[src/hdl/twcs_mul.sv]
// Shared registered multiplier: signed 25 x 25 product.
module twcs_mul (
  input  logic               clk,
  input  logic signed [24:0] a,
  input  logic signed [24:0] b,
  output logic signed [49:0] p
);

  always_ff @(posedge clk) begin
    p <= a * b;
  end

endmodule

[config.mk]
export PLATFORM = sky130hd
export DESIGN_NAME = twcs_mul
export DESIGN_NICKNAME = d
export VERILOG_FILES = /design/src/hdl/twcs_mul.sv
export SDC_FILE = /design/constraint.sdc
export NUM_CORES = 2
export LEC_CHECK = 0
export BUFFER_PORTS_ARGS = -buffer_cell sky130_fd_sc_hd__buf_2
export CORE_ASPECT_RATIO = 1.2
export CORE_MARGIN = 5
export CORE_UTILIZATION = 45
export DETAILED_ROUTE_END_ITERATION = 10
export HOLD_SLACK_MARGIN = 0.02
export SYNTH_ARGS = -nofsm -noshare
export SYNTH_HDL_FRONTEND = slang
export SYNTH_SLANG_ARGS = --single-unit
[constraint.sdc]
create_clock -name clk -period 9.65 [get_ports clk]
set_input_delay 0.4825 -clock clk [delete_from_list [all_inputs] [get_ports clk]]
set_output_delay 0.4825 -clock clk [all_outputs]
set_load 0.01 [all_outputs]
==> flow_metrics.tcl <==
set metrics [dict create \
    async_flop_share_pct 0 \
    synthCells 2562 \
    diodes 0 \
    layout_common_cells "inv_1 (699), fa_1 (658), and2_1 (320)" \
    rows 92 \
    grt_pass1_vias 19200 \
    hold_class "in2reg" \
    place_congestion 0.862 \
    grt_usage_pct 22.8 \
    worst_pin_slew_ns 1.06 \
    die_width_um 221 \
    slew_headroom_pct 28.9 \
    start_util_pct 45.6 \
    cp_slowest_stage_delay_ns 0.80 \
    drt_iter0_drc 813 \
    cp.arrival_ns 8.02 \
    netlist.area_leader.share_pct 54.8 \
    reg.largest.list "p (50)" \
    portBuffers 100 \
    setup_viol 0 \
    dr.pass1.iters 6 \
    wirelength_mm 63.6 \
    synth_flop_cell "dfxtp_1" \
    rsz0062_at_grt "false" \
    area_growth_pct 4.86 \
    max_cap_viol_count 0 \
    cts_made_buffers 5 \
    synth_edf_count 0 \
    vias_per_cell 5.09 \
    nNetsFinal 3416 \
    die_h_um 263 \
    cts-root-buf "clkbuf_16" \
    ctsResizeCount 0 \
    crit_top_cell "fa_1" \
    ant_nets 0 \
    yosysSeqAreaShare_pct 4.17 \
    crit_slowest_cell "fa_1" \
    synth.distinct_cells 48 \
    crit_fanout 25 \
    largest_reg_flops 50 \
    crit_cells 21 \
    syn_area_per_cell_sq_um 9.38 \
    final_common_cell "inv_1" \
    clockBufferDepth 2 \
    final_util_pct 47.8 \
    post-route-drc-count 0 \
    hold_buffers 0 \
    min_path_cells 2 \
    grt_pass1_wl_mm 105 \
    path_clk_slew_ns 0.07 \
    cts_num_sinks 50 \
    drive_above_1_share_pct 4.56 \
    cp_top_family "adder cells" \
    wire_per_inst_um 19.4 \
    core_area_sq_um 52700 \
    grt_max_degree 27 \
    pin_count 101 \
    ys_seq_elements 50 \
    cts_setup_buffers 0 \
    cp-end-kind "flip-flop" \
    crit_chain "buf_2 -> nand2_1 -> inv_1 -> fa_1 -> inv_1 -> fa_1 -> inv_1 -> fa_1 -> fa_1 -> fa_1 -> fa_1 -> fa_1 -> ha_1 -> nand4_1 -> a211o_1 -> a21oi_1 -> a21oi_2 -> o41ai_2 -> a41oi_1 -> o21ai_1 -> xor2_1" \
    crit_type "in2reg" \
    period_share_pct 80.4 \
    crit_path_start_kind "input port" \
    yosysTopAreaCell "fa_1" \
    num_vias 16700 \
    yosysWarnings 0 \
    dp_hpwl_mm 51.8 \
    syn-num-nets 3412 \
    cts_tree "built" \
    hold_viol_final 0 \
    grt_overflow_total 0 \
    design_area_sq_um 25200 \
    worst-path-buf-inv 4 \
    tns_ns 0 \
    min_period_ns 7.76 \
    h-tree-depth 2 \
    report.final.slew_viol_count 0 \
    top_register "p" \
    antenna_found_initial 2 \
    required_ns 9.91 \
    synthTopCellsByArea "fa_1 (55%), inv_1 (11%), and2_1 (8.3%)" \
    max_freq_ghz 0.129 \
    netlist_area_sq_um 24000 \
    dieArea_sq_um 58100 \
    status "completed" \
    dpl_cell_area_sq_um 25000 \
]
metal layers:
layer / share of wire (%) / vias up / wire length [um] / global-route usage (%)
met4: 4.2 / 4 / 2680 / 8.37
met2: 53 / 443 / 33900 / 42.0
met3: 3.7 / 127 / 2350 / 2.38
met1: 39 / 8812 / 24600 / 27.7
met5: 0.042 / - / 27 / 0
li1: - / 7271 / - / -
cells by family after synthesis:
kind of cell    count (synthesis)  synth area share (%)
mux                             1                0.0469
simple gates                  714                  15.0
flops                          50                  4.17
xor+xnor                       58                  2.11
buf+inv                       803                  12.5
compound gates                137                  3.94
fa+ha+maj                     799                  62.2
worst paths after layout:
check,startpoint,endpoint
hold / removal,b[0],p[0]$_DFF_P_
setup / recovery,a[24],p[48]$_DFF_P_
cells in the mapped netlist (2+ instances only):
cell type and n:
a21o_1 22, nor3_1 6, o21a_1 5, o21bai_1 7, inv_1 699, o21ai_1 7
nand2_1 308, fa_1 658, nand4_1 8, nor2_1 30, or3_1 2, nand2b_1 11
a211o_1 3, a211oi_1 3, a31oi_1 2, xor2_1 19, and2_1 320, a21oi_1 43
o21ai_0 19, xnor2_1 39, and3_1 2, o41ai_1 3, clkbuf_1 104, nor2b_1 21
ha_1 141, nand3_1 6, a41oi_1 2, dfxtp_1 50, o41ai_2 2, a21boi_0 2
area by class of cell:
class | instances | area [sq um]
inverters | 699 | 2620
repair buffers | 101 | 508
fillers | 5094 | 27500
well taps | 705 | 882
clock inverters | 1 | 30.0
flip-flops and latches | 50 | 1000
clock buffers | 6 | 139
multi-input cells | 1709 | 20000
per-stage QoR:
stage                     cells  worst slack, ns  hold slack [ns]
after CTS                  3271             1.87            0.635
after global routing       3271             1.58            0.682
final                      3271             1.89            0.660
after global placement     3264             1.66            0.882
after floorplan            2562             2.55            0.610
after detailed placement   3264             1.52            0.879
Power is left out: the tool's default activity adds up to more than one toggle a clock period on the data nets, which glitch-free logic cannot reach.
