--- src/hdl/twcs_div.sv ---
// Shared restoring divider, one quotient bit per cycle.
module twcs_div #(
  parameter int NumW = 36,
  parameter int DenW = 25
) (
  input  logic            clk,
  input  logic            rst,
  input  logic            start,
  input  logic [NumW-1:0] numer,
  input  logic [DenW-1:0] denom,
  output logic            busy,
  output logic            done,
  output logic [NumW-1:0] quot
);

  localparam int CntW = $clog2(NumW + 1);

  logic [NumW-1:0] num;
  logic [DenW-1:0] den;
  logic [DenW:0]   rem;
  logic [CntW-1:0] cnt;
  logic [DenW:0]   trial;
  logic [DenW:0]   shifted;

  always_comb begin
    shifted = {rem[DenW-1:0], num[NumW-1]};
    trial   = shifted - {1'b0, den};
  end

  always_ff @(posedge clk) begin
    done <= 1'b0;
    if (rst) begin
      busy <= 1'b0;
      cnt  <= '0;
    end else if (start) begin
      busy <= 1'b1;
      num  <= numer;
      den  <= denom;
      rem  <= '0;
      cnt  <= CntW'(NumW);
    end else if (busy) begin
      // shift in one numerator bit, subtract when it fits
      if (!trial[DenW]) begin
        rem <= trial;
        num <= {num[NumW-2:0], 1'b1};
      end else begin
        rem <= shifted;
        num <= {num[NumW-2:0], 1'b0};
      end
      cnt <= cnt - 1'b1;
      if (cnt == CntW'(1)) begin
        busy <= 1'b0;
        done <= 1'b1;
      end
    end
  end

  assign quot = num;

endmodule

--- config.mk ---
export PLATFORM = sky130hd
export DESIGN_NAME = twcs_div
export DESIGN_NICKNAME = d
export VERILOG_FILES = /design/src/hdl/twcs_div.sv
export SDC_FILE = /design/constraint.sdc
export NUM_CORES = 1
export LEC_CHECK = 0
export BUFFER_PORTS_ARGS = -buffer_cell sky130_fd_sc_hd__buf_2
export CORE_ASPECT_RATIO = 1.2
export CORE_MARGIN = 3
export CORE_UTILIZATION = 56
export DETAILED_ROUTE_END_ITERATION = 8
export PLACE_DENSITY = 0.92
export SYNTH_ARGS = -nofsm -noshare
export SYNTH_HDL_FRONTEND = slang
export SYNTH_SLANG_ARGS = --single-unit
--- constraint.sdc ---
create_clock -name clk -period 6.31 [get_ports clk]
set_input_delay 1.893 -clock clk [delete_from_list [all_inputs] [get_ports clk]]
set_output_delay 1.893 -clock clk [all_outputs]
set_load 0.005 [all_outputs]
==> results by group <==
Power and ir drop
  • P_leak: 2.39 nW
  • Peak supply drop: 0.181 mV
  • Power density over cell area: 267 nW/um^2

Floorplanning
  • Core area: 8750 um^2
  • Ports: 102
  • Die Span Y: 111 um
  • Die footprint: 10400 um^2
  • Initial cell density of the core: 0.589
  • Die width: 93.6 um
  • Core Rows: 37

Final layout
  • Share of layout cells above drive strength 1: 0.331
  • Layout Nets: 619
  • FILL cells: 589
  • Area grow syn2layout: 15.5%
  • # diodes: 0

Timing
  • Relative slew slack: 0.287
  • Setup violators final: 0
  • Final hold vios: 0
  • Fmax: 232 MHz
  • Worst-margin pin slew: 1.07 ns
  • Max-slew violation count: 0
  • Hold WS: 0.564 ns
  • Setup tns final: 0 ns
  • RSZ-0062 raised after global routing: no
  • Period utilisation layout: 0.682
  • Skew final: 0.0124 ns
  • Min Tclk post-route: 4.31 ns

Drt
  • Total routed wirelength: 11900 um
  • Wire length per cell: 18.4 um
  • Via count: 3909
  • DR iter-0 viols: 361
  • DR vias/cell: 6.02
  • TritonRoute pass-1 iters: 5
  • Antenna viol nets, final: 0
  • # DRC: 0

Logic synthesis
  • Synth Instances: 433
  • Seq cells post-synth: 94
  • Synth cell types: 59
  • Syn. warnings: 0
  • Register area share after synthesis: 0.532
  • Synth top area cells: edfxtp_1 50%, mux2_2 7.6%, ha_1 6.6%, dfxtp_1 3.1%, inv_1 2.5%
  • Mean Syn Cell Area: 11.9 um^2
  • Main flop type after synthesis: edfxtp_1
  • Post-synth EDFFs: 86
  • Post-Syn Nets: 525
  • Yosys top cell area share: 0.501
  • Post-synth top cells: 86 x edfxtp_1, 35 x inv_1, 35 x mux2_2
  • Synthesized cell area: 5160 um^2
  • Share of synthesized registers carrying an async set or reset: 0
  • Area leader, netlist: edfxtp_1
  • Top-count cell post-synth: edfxtp_1

Placement
  • DP HPWL: 8160 um
  • Final Wtd Congestion: 0.843
  • # port buffers: 101

Hold path
  • Worst min path class: register to register

Global route
  • Pin count of the biggest net entering global routing: 69
  • Number of global-route vias before repair: 3962
  • Total grt overflow: 0
  • All-layer global routing usage: 0.238
  • First-pass GRT wire length: 19500 um
  • Antenna violations before repair: 0

Worst setup path
  • Slowest CP cell: o31a_1
  • Crit path max-delay family: compound AO/OA/AOI/OAI gates
  • Crit Path Class: register to register
  • Critical path endpoint category: register
  • Crit path max fanout: 29
  • Crit path cell chain: ha_1 > nand4_1 > nor4_1 > a21oi_1 > a2111oi_1 > o31a_1 > or2_1 > o21ai_0
  • Crit path buf inv count: 0
  • Startpoint types: register
  • CP arrival: 4.39 ns
  • Worst Path Required: 6.40 ns
  • CP peak stage delay: 0.92 ns

CTS
  • Cts hold-fix bufs: 0
  • Clock Sinks: 94
  • CTS tree: yes
  • Worst-Skew Late Latency: 0.37 ns
  • Post-CTS setup buffers: 0
  • Post-CTS Resized: 0
  • Root Buffer: clkbuf_8
  • H-tree level count: 3
  • CTS Buf Count: 9
  • Clock Path Buffers: 2
  • CTS clk-pin slew, worst paths: 0.10 ns

Status
  • Status: finished clean

Job
  • # Max-Cap Violations: 0
-- sequential cells by signal (all words and copies together) (netlist names) --
signal  count
quot       36
den        25
rem        25
cnt         6
busy        1
done        1
-- through the flow --
step | setup slack [ns] | instance area (um^2) | cells | utilization | total power, mW
2_1_floorplan | 0.494 | 5160 | 433 | - | 1.08
3_3_place_gp | 2.00 | 5760 | 633 | 0.658 | 1.16
3_5_place_dp | 1.90 | 5760 | 633 | 0.658 | 1.18
4_1_cts | 2.07 | 5960 | 649 | 0.681 | 1.59
5_1_grt | 1.65 | 5960 | 649 | 0.681 | 1.67
6_report | 2.00 | 5960 | 649 | 0.681 | 1.59
-- logic make-up after synthesis --
logic type | share of synthesized area
muxes | 0.0784
adders and majority gates | 0.0694
DFF | 0.532
buffers and inverters | 0.0451
AOI/OAI and AO/OA | 0.169
and+or+nand+nor | 0.0791
xor gates and xnor gates | 0.0272
-- report_power, final --
group | internal, mW | switching, mW
Clock | 0.186 | 0.224
Combinational | 0.176 | 0.228
Sequential | 0.747 | 0.0275
Total | 1.11 | 0.480
-- cells in the final DEF, fill, tap and decap left out, types with 6 or more instances in the layout --
cell / Yosys / routed
nor3_1: 10 / 10
a31o_2: 9 / 9
o211ai_1: 14 / 14
inv_1: 35 / 35
o21ai_0: 18 / 18
xnor2_1: 12 / 12
ha_1: 27 / 27
edfxtp_1: 86 / 86
o21a_1: 9 / 9
nor4_1: 8 / 7
a21o_1: 9 / 9
nor2_1: 21 / 19
clkbuf_8: 0 / 9
buf_2: 6 / 101
mux2_2: 35 / 35
dfxtp_1: 8 / 8
o31ai_1: 6 / 6
a21oi_1: 21 / 21
nand2_1: 19 / 19
-- worst paths after layout --
path                              from  endpoint  slack (ns)  cells past startpoint
worst max-delay path            rem[9]   rem[11]        2.00                      8
worst min-delay path            cnt[1]    cnt[1]        0.56                      2
worst max register to register  rem[9]   rem[11]        2.00                      8
worst min register to register  cnt[1]    cnt[1]        0.56                      2
-- worst register-to-register path, delay by kind of cell (launching register included) --
kind,cells,cell delay (ns)
AOI/OAI and AO/OA,4,1.82
and+or+nand+nor,3,1.32
adders and majority gates,1,0.48
DFF,1,0.41
-- area by class of cell --
| type | count | area (um^2) | area share |
|---|---|---|---|
| repair buffers | 105 | 536 | 0.0899 |
| inverters | 36 | 135 | 0.0227 |
| clock buffers | 10 | 128 | 0.0214 |
| flip-flops and latches | 94 | 2740 | 0.461 |
| clock inverters | 6 | 70.1 | 0.0118 |
| multi-input cells | 281 | 2200 | 0.369 |
| well taps | 117 | 146 | 0.0246 |
-- routing by layer --
layer / track usage / part of all wire / vias to the layer above / routed length, um
li1: - / - / 1853 / -
met1: 0.291 / 0.39 / 1846 / 4640
met2: 0.406 / 0.51 / 196 / 6140
met3: 0.0679 / 0.084 / 14 / 1000
met4: 0.0732 / 0.013 / 0 / 153
met5: 0 / 0 / - / 0
No activity file was read; power rests on OpenSTA's default activity.
